--- src/rtl/core/double_to_fixed_decimal_digits_defines.svh ---
// assertion helpers for the asserting converter module
`ifndef DOUBLE_TO_FIXED_DECIMAL_DIGITS_DEFINES_SVH
`define DOUBLE_TO_FIXED_DECIMAL_DIGITS_DEFINES_SVH

// antecedent implies consequent in the same cycle
`define DTFD_ASSERT_SAME(lbl, ante, cons, msg) \
    lbl: assert property (@(posedge i_clk) disable iff (!i_rst_n) (ante) |-> (cons)) \
        else $error(msg);

// antecedent implies consequent in the following cycle
`define DTFD_ASSERT_NEXT(lbl, ante, cons, msg) \
    lbl: assert property (@(posedge i_clk) disable iff (!i_rst_n) (ante) |=> (cons)) \
        else $error(msg);

`endif

--- src/rtl/core/dtfd_pkg.sv ---
package dtfd_pkg;

    localparam int MAX_PRECISION     = 43;
    localparam int MAX_INT_DIGITS    = 20;
    localparam int DEFAULT_PRECISION = 6;

    localparam int PREC_W = 6;
    localparam int CHAR_W = 6;
    localparam int BCD_W  = 4 * MAX_INT_DIGITS;
    localparam int ND_W   = $clog2(MAX_INT_DIGITS + 1);

    localparam logic [CHAR_W-1:0] CHAR_ZERO = 6'd48;
    localparam logic [CHAR_W-1:0] CHAR_DOT  = 6'd46;

    typedef logic [63:0] t_rnd_table [0:MAX_PRECISION];

    // 0.5 divided by ten p times, each step rounded as binary64
    function automatic t_rnd_table build_rnd_table();
        real        r;
        t_rnd_table t;
        r = 0.5;
        for (int p = 0; p <= MAX_PRECISION; p++) begin
            t[p] = $realtobits(r);
            r = r / 10.0;
        end
        return t;
    endfunction

    localparam t_rnd_table RND_TABLE = build_rnd_table();

endpackage

--- src/rtl/core/double_to_fixed_decimal_digits.sv ---
// Converts a binary64 bit pattern to its %f decimal text, one character per beat.
// Input channel: i_in_valid / o_in_ready with value bits, precision and a flag
// telling whether the precision was given (otherwise six digits are used).
// Output channel: o_out_valid / i_out_ready; each beat carries one character
// ('0'..'9' or '.'), the sign flag, the out-of-range flag and last.
// Characters: integer digits, '.', then the fraction digits. NaN, infinity and
// magnitudes of 2^64 or more give a single '0' beat with out_of_range and last.
// Steps: after the accept, the rounding add runs in S_ALIGN and S_ROUND, the integer
// part is loaded in S_IPART and converted by shift-and-add-3 over its 64 bits,
// then S_SKIP drops leading zeros; each integer digit and the '.' is one beat.
// Each fraction digit passes S_FSUB, S_FNORM, S_FMUL and S_FDIG, with S_FNORM
// shifting the shared mantissa register left one bit at a time to normalize it.
// The block takes one number at a time: o_in_ready is high only while idle.
// A stalled receiver holds the pending beat in the output register and the
// sequencer waits; no beat is dropped. Reset returns to idle with no beat pending.
`include "double_to_fixed_decimal_digits_defines.svh"
module double_to_fixed_decimal_digits (
    input  logic                         i_clk,
    input  logic                         i_rst_n,
    input  logic                         i_in_valid,
    output logic                         o_in_ready,
    input  logic [63:0]                  i_value_bits,
    input  logic [dtfd_pkg::PREC_W-1:0]  i_precision,
    input  logic                         i_precision_given,
    output logic                         o_out_valid,
    input  logic                         i_out_ready,
    output logic [dtfd_pkg::CHAR_W-1:0]  o_character,
    output logic                         o_is_negative,
    output logic                         o_out_of_range,
    output logic                         o_last
);
    import dtfd_pkg::*;

    typedef enum logic [3:0] {
        S_IDLE, S_ALIGN, S_ROUND, S_IPART, S_DABBLE, S_SKIP, S_INT, S_DOT,
        S_FSUB, S_FNORM, S_FMUL, S_FDIG, S_OOR
    } t_state;

    typedef struct packed {
        logic [52:0] m;
        logic [1:0]  inc;
    } t_rnd;

    // round a 57-bit significand whose leading one is at bit 56 or 55 to 53 bits
    function automatic t_rnd round57(input logic [56:0] p);
        logic [52:0] mant;
        logic        g;
        logic        s;
        logic [53:0] up;
        t_rnd        res;
        if (p[56]) begin
            mant = p[56:4];
            g    = p[3];
            s    = |p[2:0];
        end else begin
            mant = p[55:3];
            g    = p[2];
            s    = |p[1:0];
        end
        up = {1'b0, mant} + {53'd0, g & (s | mant[0])};
        res.m   = up[53] ? {1'b1, 52'd0} : up[52:0];
        res.inc = {1'b0, p[56]} + {1'b0, up[53]};
        return res;
    endfunction

    t_state              r_state;
    logic [52:0]         r_m;
    logic signed [11:0]  r_e;
    logic [56:0]         r_sum;
    logic                r_neg;
    logic [PREC_W-1:0]   r_prec;
    logic [PREC_W-1:0]   r_j;
    logic [63:0]         r_bin;
    logic [BCD_W-1:0]    r_bcd;
    logic [6:0]          r_cnt;
    logic [ND_W-1:0]     r_nd;
    logic                r_out_valid;
    logic [CHAR_W-1:0]   r_char;
    logic                r_out_neg;
    logic                r_out_oor;
    logic                r_last;

    // input decode
    logic [10:0]         w_ef;
    logic signed [11:0]  w_in_e;
    logic                w_in_nan;
    logic                w_in_neg;
    logic [PREC_W-1:0]   w_prec;

    // alignment
    logic [63:0]         w_rnd;
    logic signed [11:0]  w_re;
    logic                w_num_big;
    logic [52:0]         w_big_m;
    logic [52:0]         w_sm_m;
    logic signed [11:0]  w_big_e;
    logic [11:0]         w_d;
    logic [55:0]         w_ext;
    logic [55:0]         w_shd;
    logic                w_stk;
    logic [56:0]         w_sum;

    logic                w_slot;
    logic                w_emit;
    t_rnd                w_rr;
    logic signed [11:0]  w_e_round;
    logic signed [11:0]  w_sa_tmp;
    logic [63:0]         w_ip;
    logic [BCD_W-1:0]    w_bcd_adj;
    logic [52:0]         w_keep;
    logic [56:0]         w_prod;
    t_rnd                w_mr;
    logic [3:0]          w_dig_raw;
    logic [3:0]          w_dig;
    logic [3:0]          w_top;

    assign w_slot = !r_out_valid || i_out_ready;
    assign w_emit = w_slot && (r_state inside {S_INT, S_DOT, S_FDIG, S_OOR});
    assign w_top  = r_bcd[BCD_W-1 -: 4];

    always_comb begin
        w_ef     = i_value_bits[62:52];
        w_in_e   = (w_ef == 11'd0) ? -12'sd1022 : ($signed({1'b0, w_ef}) - 12'sd1023);
        w_in_nan = (w_ef == 11'h7FF) && (i_value_bits[51:0] != 52'd0);
        w_in_neg = i_value_bits[63] && !w_in_nan && (i_value_bits[62:0] != 63'd0);
        if (!i_precision_given) begin
            w_prec = PREC_W'(DEFAULT_PRECISION);
        end else if (i_precision > PREC_W'(MAX_PRECISION)) begin
            w_prec = PREC_W'(MAX_PRECISION);
        end else begin
            w_prec = i_precision;
        end
    end

    always_comb begin
        w_rnd     = RND_TABLE[r_prec];
        w_re      = $signed({1'b0, w_rnd[62:52]}) - 12'sd1023;
        w_num_big = (r_e >= w_re);
        w_big_m   = w_num_big ? r_m : {1'b1, w_rnd[51:0]};
        w_sm_m    = w_num_big ? {1'b1, w_rnd[51:0]} : r_m;
        w_big_e   = w_num_big ? r_e : w_re;
        w_d       = w_num_big ? 12'(r_e - w_re) : 12'(w_re - r_e);
        w_ext     = {w_sm_m, 3'b000};
        if (w_d >= 12'd56) begin
            w_shd = '0;
            w_stk = |w_sm_m;
        end else begin
            w_shd = w_ext >> w_d[5:0];
            w_stk = |(w_ext & ~({56{1'b1}} << w_d[5:0]));
        end
        w_sum = {1'b0, w_big_m, 3'b000} + {1'b0, w_shd[55:1], w_shd[0] | w_stk};
    end

    always_comb begin
        w_rr      = round57(r_sum);
        w_e_round = r_e + $signed({10'd0, w_rr.inc});
        if (r_e < 0) begin
            w_sa_tmp = '0;
            w_ip     = '0;
        end else if (r_e >= 12'sd52) begin
            w_sa_tmp = r_e - 12'sd52;
            w_ip     = {11'd0, r_m} << w_sa_tmp[5:0];
        end else begin
            w_sa_tmp = 12'sd52 - r_e;
            w_ip     = {11'd0, r_m} >> w_sa_tmp[5:0];
        end
    end

    // add 3 to every bcd digit of five or more before the shift
    always_comb begin
        for (int k = 0; k < MAX_INT_DIGITS; k++) begin
            w_bcd_adj[4*k +: 4] = (r_bcd[4*k +: 4] >= 4'd5) ? (r_bcd[4*k +: 4] + 4'd3)
                                                              : r_bcd[4*k +: 4];
        end
    end

    always_comb begin
        // fraction bits of the value: drop bits of weight one and above
        w_keep = {53{1'b1}} >> 6'(r_e + 12'sd1);
        w_prod = {1'b0, r_m, 3'b000} + {3'b000, r_m, 1'b0};
        w_mr   = round57(w_prod);
        if ((r_m == 53'd0) || (r_e < 0)) begin
            w_dig_raw = 4'd0;
        end else begin
            w_dig_raw = r_m[52:49] >> (2'd3 - r_e[1:0]);
        end
        w_dig = (w_dig_raw > 4'd9) ? 4'd9 : w_dig_raw;
    end

    assign o_in_ready     = (r_state == S_IDLE);
    assign o_out_valid    = r_out_valid;
    assign o_character    = r_char;
    assign o_is_negative  = r_out_neg;
    assign o_out_of_range = r_out_oor;
    assign o_last         = r_last;

    always_ff @(posedge i_clk) begin
        if (!i_rst_n) begin
            r_state     <= S_IDLE;
            r_out_valid <= 1'b0;
        end else begin
            if (r_out_valid && i_out_ready && !w_emit) begin
                r_out_valid <= 1'b0;
            end
            unique case (r_state)
                S_IDLE: begin
                    if (i_in_valid) begin
                        r_neg  <= w_in_neg;
                        r_prec <= w_prec;
                        r_m    <= {(w_ef != 11'd0), i_value_bits[51:0]};
                        r_e    <= w_in_e;
                        r_state <= (w_ef == 11'h7FF) ? S_OOR : S_ALIGN;
                    end
                end
                S_ALIGN: begin
                    r_sum   <= w_sum;
                    r_e     <= w_big_e;
                    r_state <= S_ROUND;
                end
                S_ROUND: begin
                    r_m     <= w_rr.m;
                    r_e     <= w_e_round;
                    r_state <= (w_e_round >= 12'sd64) ? S_OOR : S_IPART;
                end
                S_IPART: begin
                    r_bin   <= w_ip;
                    r_bcd   <= '0;
                    r_cnt   <= 7'd64;
                    r_state <= S_DABBLE;
                end
                S_DABBLE: begin
                    {r_bcd, r_bin} <= {w_bcd_adj, r_bin} << 1;
                    r_cnt <= r_cnt - 7'd1;
                    if (r_cnt == 7'd1) begin
                        r_nd    <= ND_W'(MAX_INT_DIGITS);
                        r_state <= S_SKIP;
                    end
                end
                S_SKIP: begin
                    // leading zeros go, but one digit always stays
                    if ((w_top == 4'd0) && (r_nd > ND_W'(1))) begin
                        r_bcd <= r_bcd << 4;
                        r_nd  <= r_nd - ND_W'(1);
                    end else begin
                        r_state <= S_INT;
                    end
                end
                S_INT: begin
                    if (w_slot) begin
                        r_out_valid <= 1'b1;
                        r_char      <= CHAR_ZERO + {2'b00, w_top};
                        r_out_neg   <= r_neg;
                        r_out_oor   <= 1'b0;
                        r_last      <= 1'b0;
                        r_bcd       <= r_bcd << 4;
                        r_nd        <= r_nd - ND_W'(1);
                        if (r_nd == ND_W'(1)) begin
                            r_state <= S_DOT;
                        end
                    end
                end
                S_DOT: begin
                    if (w_slot) begin
                        r_out_valid <= 1'b1;
                        r_char      <= CHAR_DOT;
                        r_out_neg   <= r_neg;
                        r_out_oor   <= 1'b0;
                        r_last      <= (r_prec == '0);
                        r_j         <= '0;
                        r_state     <= (r_prec == '0) ? S_IDLE : S_FSUB;
                    end
                end
                S_FSUB: begin
                    if (r_e >= 12'sd52) begin
                        r_m <= '0;
                    end else if (r_e >= 0) begin
                        r_m <= r_m & w_keep;
                    end
                    r_state <= S_FNORM;
                end
                S_FNORM: begin
                    if ((r_m == 53'd0) || r_m[52]) begin
                        r_state <= S_FMUL;
                    end else begin
                        r_m <= r_m << 1;
                        r_e <= r_e - 12'sd1;
                    end
                end
                S_FMUL: begin
                    if (r_m != 53'd0) begin
                        r_m <= w_mr.m;
                        r_e <= r_e + 12'sd3 + $signed({10'd0, w_mr.inc});
                    end
                    r_state <= S_FDIG;
                end
                S_FDIG: begin
                    if (w_slot) begin
                        r_out_valid <= 1'b1;
                        r_char      <= CHAR_ZERO + {2'b00, w_dig};
                        r_out_neg   <= r_neg;
                        r_out_oor   <= 1'b0;
                        r_last      <= ((r_j + 1'b1) == r_prec);
                        r_j         <= r_j + 1'b1;
                        r_state     <= ((r_j + 1'b1) == r_prec) ? S_IDLE : S_FSUB;
                    end
                end
                S_OOR: begin
                    if (w_slot) begin
                        r_out_valid <= 1'b1;
                        r_char      <= CHAR_ZERO;
                        r_out_neg   <= r_neg;
                        r_out_oor   <= 1'b1;
                        r_last      <= 1'b1;
                        r_state     <= S_IDLE;
                    end
                end
                default: r_state <= S_IDLE;
            endcase
        end
    end

    `DTFD_ASSERT_NEXT(a_busy_after_accept, i_in_valid && o_in_ready, !o_in_ready,
        "block still ready after taking a number")
    `DTFD_ASSERT_SAME(a_oor_single_beat, o_out_valid && o_out_of_range,
        o_last && (o_character == CHAR_ZERO), "out-of-range beat is not a lone zero")
    `DTFD_ASSERT_SAME(a_char_code, o_out_valid,
        (o_character == CHAR_DOT) || ((o_character >= CHAR_ZERO) && (o_character <= 6'd57)),
        "character is neither digit nor dot")

endmodule
--- config.mk ---
export PLATFORM = sky130hd
export DESIGN_NAME = double_to_fixed_decimal_digits
export DESIGN_NICKNAME = d
export VERILOG_FILES = /design/src/rtl/core/dtfd_pkg.sv /design/src/rtl/core/double_to_fixed_decimal_digits.sv
export VERILOG_INCLUDE_DIRS = /design/src /design/src/rtl/core
export SDC_FILE = /design/constraint.sdc
export NUM_CORES = 2
export LEC_CHECK = 0
export ABC_AREA = 1
export BUFFER_PORTS_ARGS = -buffer_cell sky130_fd_sc_hd__buf_2
export CORE_MARGIN = 2
export CORE_UTILIZATION = 40
export CTS_BUF_LIST = sky130_fd_sc_hd__clkbuf_4 sky130_fd_sc_hd__clkbuf_8
export DETAILED_ROUTE_END_ITERATION = 7
export PLACE_DENSITY_LB_ADDON = 0.3
export SLEW_MARGIN = 10
export SYNTH_ARGS = -nofsm -noshare
export SYNTH_HDL_FRONTEND = slang
export SYNTH_SLANG_ARGS = --single-unit
--- constraint.sdc ---
create_clock -name i_clk -period 16.3 [get_ports i_clk]
set_input_delay 1.63 -clock i_clk [delete_from_list [all_inputs] [get_ports i_clk]]
set_output_delay 1.63 -clock i_clk [all_outputs]
set_load 0.005 [all_outputs]
======== Word-level counts from Yosys, hierarchy flattened ========
Memories as Yosys holds them, arrays and structs flattened.
Cells that the tools add are included.
operators by class
  add/subtract/negate cells ............... 43
  $lt $le $gt $ge ......................... 30
  eq/ne operators ......................... 31
  shift operators ......................... 6
  mux-type cells .......................... 92
  bitwise operators ....................... 10
  reduce and logical (&&, ||, !) cells .... 51
operator list
  cell                                                                    count
  53-bit two-way mux                                                      11
  80-bit case mux with 4 select lines                                     1
  53-bit case mux with 5 select lines                                     1
  80-bit two-way mux                                                      2
  4-bit two-way mux                                                       34
  64-bit two-way mux                                                      2
  64-bit case mux with 2 select lines                                     1
  63-bit two-way mux                                                      2
  53-bit by 1-bit adder with 54-bit output                                2
  4-bit by 3-bit >= comparator with 1-bit output (second input constant)  20
  4-bit by 2-bit adder with 4-bit output (second input constant)          19
  12-bit two-way mux                                                      6
  53-bit by 6-bit left shift with 64-bit output                           1
  53-bit by 6-bit >> shifter with 64-bit output                           1
  63-bit nonzero test                                                     1
  12-bit case mux with 5 select lines                                     1
  56-bit by 54-bit adder with 57-bit output                               1
  56-bit by 56-bit adder with 57-bit output                               1
  56-bit bitwise AND                                                      1
  56-bit two-way mux                                                      1
  56-bit inverter                                                         1
  56-bit OR reduction                                                     1
  56-bit by 6-bit left shift with 56-bit output (first input constant)    1
  56-bit by 6-bit >> shifter with 56-bit output                           1
  other kinds (78)                                                        150
storage, ports and cells
  flip-flop bits (word level) ............. 305
  bits in read-only memories .............. 4096
  input bits .............................. 75
  output and inout port bits .............. 11
  logic and storage cells ................. 281
  memories kept ........................... 1
memory list
  memory            depth  bits a word  rd ports  clocked after memory_dff  write ports  line                                   source
  (name not given)  64     64           1         0                         0            double_to_fixed_decimal_digits.sv:136  w_rnd = RND_TABLE[r_prec];

======== Logic depth before layout (Yosys ltp) ========
  word-level depth ........................ 14
  gate-level depth with buffers ........... 60
  gate-level depth less buffers ........... 56

======== Least setup slack after synthesis ========
No wires, ideal clock.
  path kind ............................... reg2reg
  start ................................... register r_prec[0]
  end ..................................... register r_sum[52] (data pin)
  library setup time ...................... 259 ps
  data arrival time ....................... 7241 ps
  required time ........................... 16041 ps
  slack ................................... 8800 ps
  cell stages (with the launch flop) ...... 51
  buffers on the path ..................... 4
  clock period less this slack ............ 7500 ps
  cells stage by stage .................... edfxtp_1 -> clkbuf_1 -> inv_1 -> ha_1 -> nand2_1 -> nand3_1 -> o21ai_0 -> nand2_1 -> o21ai_0 -> a31oi_1 -> inv_1 -> nor3_1 -> nand2_1 -> nor3b_1 -> inv_1 -> nand2_1 -> inv_1 -> ha_1 -> (+15 left out) -> nand2_1 -> ha_1 -> nand2_1 -> nor2_1 -> inv_1 -> o21a_1 -> o21ai_0 -> a21oi_1 -> o21ai_0 -> nand2_1 -> nand2_1 -> nand2_1 -> nand2_1 -> nand4_1 -> nand2_1 -> nand2_1 -> nand2_1 -> xor2_1
between the ends
  longest elaborated chain between the ends .. 14
  elaborated cells on any way between the ends .. 22
RTL lines
  what                                                              line                                                                          source
  from (decl)                                                       double_to_fixed_decimal_digits.sv:71                                          logic [PREC_W-1:0] r_prec;
  from (signal assigned)                                            double_to_fixed_decimal_digits.sv:209                                         r_prec <= w_prec;
  6-bit inverter with 7-bit output (implied by the code) *          double_to_fixed_decimal_digits.sv:136
  memory read 64 x 64 bit *                                         --
  63-bit two-way mux (implied by the code) * (2 in series)          double_to_fixed_decimal_digits.sv:136
  11-bit by 10-bit subtractor with 12-bit output                    double_to_fixed_decimal_digits.sv:137                                         w_re = $signed({1'b0, w_rnd[62:52]}) - 12'sd1023;
  12-bit subtractor / 12-bit >= comparator (equally long branches)  double_to_fixed_decimal_digits.sv:142, double_to_fixed_decimal_digits.sv:138
  12-bit two-way mux                                                double_to_fixed_decimal_digits.sv:142                                         w_d = w_num_big ? 12'(r_e - w_re) : 12'(w_re - r_e);
  56-bit by 6-bit left shift with 56-bit output                     double_to_fixed_decimal_digits.sv:149                                         w_stk = |(w_ext & ~({56{1'b1}} << w_d[5:0]));
  56-bit inverter                                                   double_to_fixed_decimal_digits.sv:149
  56-bit bitwise AND                                                double_to_fixed_decimal_digits.sv:149
  56-bit OR reduction                                               double_to_fixed_decimal_digits.sv:149
  1-bit two-way mux                                                 double_to_fixed_decimal_digits.sv:144                                         if (w_d >= 12'd56) begin
  1-bit OR                                                          double_to_fixed_decimal_digits.sv:151                                         w_sum = {1'b0, w_big_m, 3'b000} + {1'b0, w_shd[55:1], w_shd[0] | w_stk};
  56-bit by 56-bit adder with 57-bit output *                       double_to_fixed_decimal_digits.sv:151
  via w_sum[52]                                                     double_to_fixed_decimal_digits.sv:101                                         logic [56:0] w_sum;
  to (signal assigned)                                              double_to_fixed_decimal_digits.sv:216                                         r_sum <= w_sum;
  to (decl)                                                         double_to_fixed_decimal_digits.sv:69                                          logic [56:0] r_sum;
The timed path passes the listed nets; every way through them passes the cells marked *. The select of a mux whose other input is x is not followed.
A chain may end at the register's enable or synchronous reset.

======== Worst setup path after layout ========
  start ................................... register r_prec[1]
  end ..................................... register r_sum[52] (data pin)
The elaborated chain is that of the path after synthesis.

==> results.json <==
{
  "detail_route.wirelength_um": 240000,
  "period_needed_ns": 11.93,
  "drc_errors": 7,
  "fin_cells": 9321,
  "path_class": "reg -> reg",
  "dieArea_um2": 117000,
  "cp.required_ns": 16.78,
  "syn2layout_area_growth_pct": 6.63,
  "fin_tns_setup_ns": 0,
  "max_clock_freq_ghz": 0.0838,
  "holdBufCountCts": 0,
  "drive_gt1_share_pct": 5.80,
  "clk_latency_ns": 0.76,
  "min-delay-start": "r_neg",
  "arrival_ns": 12.42,
  "dp_cells": 9209,
  "drv_slew": 0,
  "path_max_fanout": 113,
  "drt-vias-per-instance": 5.99,
  "dr.pass1.iters": 8,
  "relSlewSlack_pct": 0.268,
  "synth_fp_nets": 8145,
  "row_count": 123,
  "die_h_um": 342,
  "crit_slowest_cell": "buf_4",
  "grt_pass1_vias": 50800,
  "synth_edf_count": 299,
  "post-route-period-util_pct": 73.2,
  "synth_area_leaders": "edfxtp_1, nand2_1, o21ai_0, inv_1, nor2_1",
  "place_hpwl_um": 191000,
  "async_flop_share_pct": 0,
  "cts_buffers": 59,
  "wl_per_cell_um": 25.7,
  "synth-seq-cells": 304,
  "grt_first_pass_wirelength_um": 342000,
  "cts_repair_resize_count": 0,
  "finClkSkew_ns": 0.0493,
  "violations": "DRC, capacitance limit",
  "crit_path_frequent_cell": "nand2_1",
  "hold_end": "o_is_negative",
  "rsz0062_at_grt": "false",
  "clk_pin_slew_ns": 0.07,
  "place_congestion": 1.08,
  "root_buffer": "clkbuf_8",
  "track_usage_pct": 39.6,
  "netlist.area_leader.share_pct": 19.7,
  "io_pins": 86,
  "netlist.top_cell.by_area": "edfxtp_1",
  "hold_path.class": "reg -> reg",
  "synthTopCellsByCount": "nand2_1, inv_1, nor2_1",
  "r2r-end": "r_sum[52]",
  "worstSetupEndpointType": "flop",
  "overflow": 0,
  "yosys_warnings": 0,
  "drt_iter0_drc": 7567,
  "num_vias": 55800,
  "postSynthAreaPerCell_um2": 5.82,
  "cts_sinks": 304,
  "cts_tree": "built",
  "setup_viol": 0,
  "ant_nets": 0,
  "cts_setup_buffers": 0,
  "regToRegStartpoint": "r_prec[1]",
  "max_stage_delay_ns": 0.84,
  "synth_ff_type": "edfxtp_1",
  "worst_slew_pin_slew_ns": 1.48,
  "r2r_cells": 47,
  "final_hold_viol_count": 0,
  "core_area_um2": 113000,
  "start_kind": "flop",
  "io_buffers": 84,
  "hold_depth": 0,
  "clockBufferDepth": 3,
  "nets": 8065,
  "yosysMostFrequentCell": "nand2_1",
  "ff2ff_setup_slack_ns": 4.37,
  "h-tree-depth": 2,
  "outcome": "finished, violations left",
  "netlist_instances": 7850,
  "grt_max_degree": 114,
  "synth.distinct_cells": 75,
  "die_x_um": 342,
  "start_util_pct": 40.5,
  "netlist_area_um2": 45700,
  "max_cap_violations": 1,
  "seq_area_frac_synth_pct": 19.9,
  "antenna_found_initial": 7
}
-- placed cells by master (no fill, tap or decap), types with 12 or more instances in the layout --
master	Yosys	routed
a32o_1	25	25
nand3b_1	12	12
o22ai_1	61	61
nor3_1	74	72
xnor2_1	42	41
a21oi_1	376	374
nor4_1	54	52
buf_4	10	114
o21ai_1	49	48
clkinv_1	13	26
o221ai_1	17	17
nand2_1	2280	2277
nor2_4	9	14
inv_1	930	924
nand4_1	115	115
xor2_1	127	126
nor2_2	23	26
or2_2	59	59
inv_2	16	21
clkbuf_4	0	19
o21a_1	15	15
nand2_2	9	12
mux2i_1	38	38
o31ai_1	24	24
o2111ai_1	24	24
o211ai_1	62	62
buf_2	59	84
o21ai_0	851	851
nand3_1	626	626
nor2_1	853	845
clkbuf_8	0	60
ha_1	214	214
a221oi_1	12	12
a31oi_1	49	49
a211oi_1	12	12
o21bai_1	18	18
edfxtp_1	299	299
-- kinds of logic (layout without fill, tap and decap cells) --
| logic type | count (synthesis) | after routing | synth area share [%] |
|---|---|---|---|
| fa+ha+maj | 220 | 220 | 6.13 |
| buf+inv | 1298 | 1259 | 11.2 |
| xor+xnor | 169 | 169 | 3.24 |
| other cells | 1 | 11 | 0.00821 |
| mux | 38 | 38 | 0.833 |
| compound gates | 1658 | 1658 | 20.4 |
| simple gates | 4162 | 4162 | 38.3 |
| flops | 304 | 304 | 19.9 |
-- sequential cells by signal, indices dropped and copies added, names as in the netlist, 5 cells and up --
register     cells
r_nd             5
r_prec           6
o_character      5
r_bcd           80
r_j              6
r_sum           57
r_e             12
r_cnt            7
r_m             53
r_bin           64
-- final cells by class --
cell class | count | area (µm²)
Multi-Input combinational cell | 6248 | 31600
Timing Repair Buffer | 198 | 1280
Clock buffer | 79 | 968
Sequential cell | 304 | 9080
Tap cell | 1500 | 1880
Inverter | 959 | 3600
Clock inverter | 23 | 244
Fill cell | 12500 | 64100
Antenna cell | 10 | 25.0
-- how the worst max path moves through the flow --
stage	start	to	slack, ns	depth (start not counted)
detailed placement	r_prec[1]	r_sum[52]	4.83	48
global placement	r_prec[1]	r_sum[52]	5.05	51
global route	r_prec[1]	r_sum[52]	3.34	48
finish	r_prec[1]	r_sum[52]	4.37	47
CTS	r_prec[1]	r_sum[52]	4.74	47
floorplan	r_prec[0]	r_sum[52]	8.80	50
-- worst max-delay path, delay by kind of cell, from the launching register on --
kind | cells | cell delay, ns
AO/OA/AOI/OAI | 6 | 1.19
flip-flops | 1 | 0.78
XOR/XNOR | 1 | 0.07
adder cells (fa/ha/maj) | 3 | 1.28
AND/OR/NAND/NOR | 30 | 5.70
buffers and inverters | 7 | 2.60
-- through the flow --
stage	util [%]	area (µm²)	hold WS, ns	worst slack (ns)
floorplan	-	45700	0.400	8.80
global placement	42.1	47400	0.452	5.05
detailed placement	42.1	47400	0.471	4.83
CTS	43.1	48700	0.511	4.74
global route	43.1	48700	0.515	3.34
finish	43.2	48700	0.507	4.37
-- layer usage --
layer | track usage [%] | part of all wire, %
met1 | 50.8 | 40
met2 | 60.7 | 43
met3 | 8.54 | 10
met4 | 24.2 | 7.3
met5 | 0 | 0.038
Power is left out: the tool's default activity adds up to more than one toggle a clock period on the data nets, which glitch-free logic cannot reach.
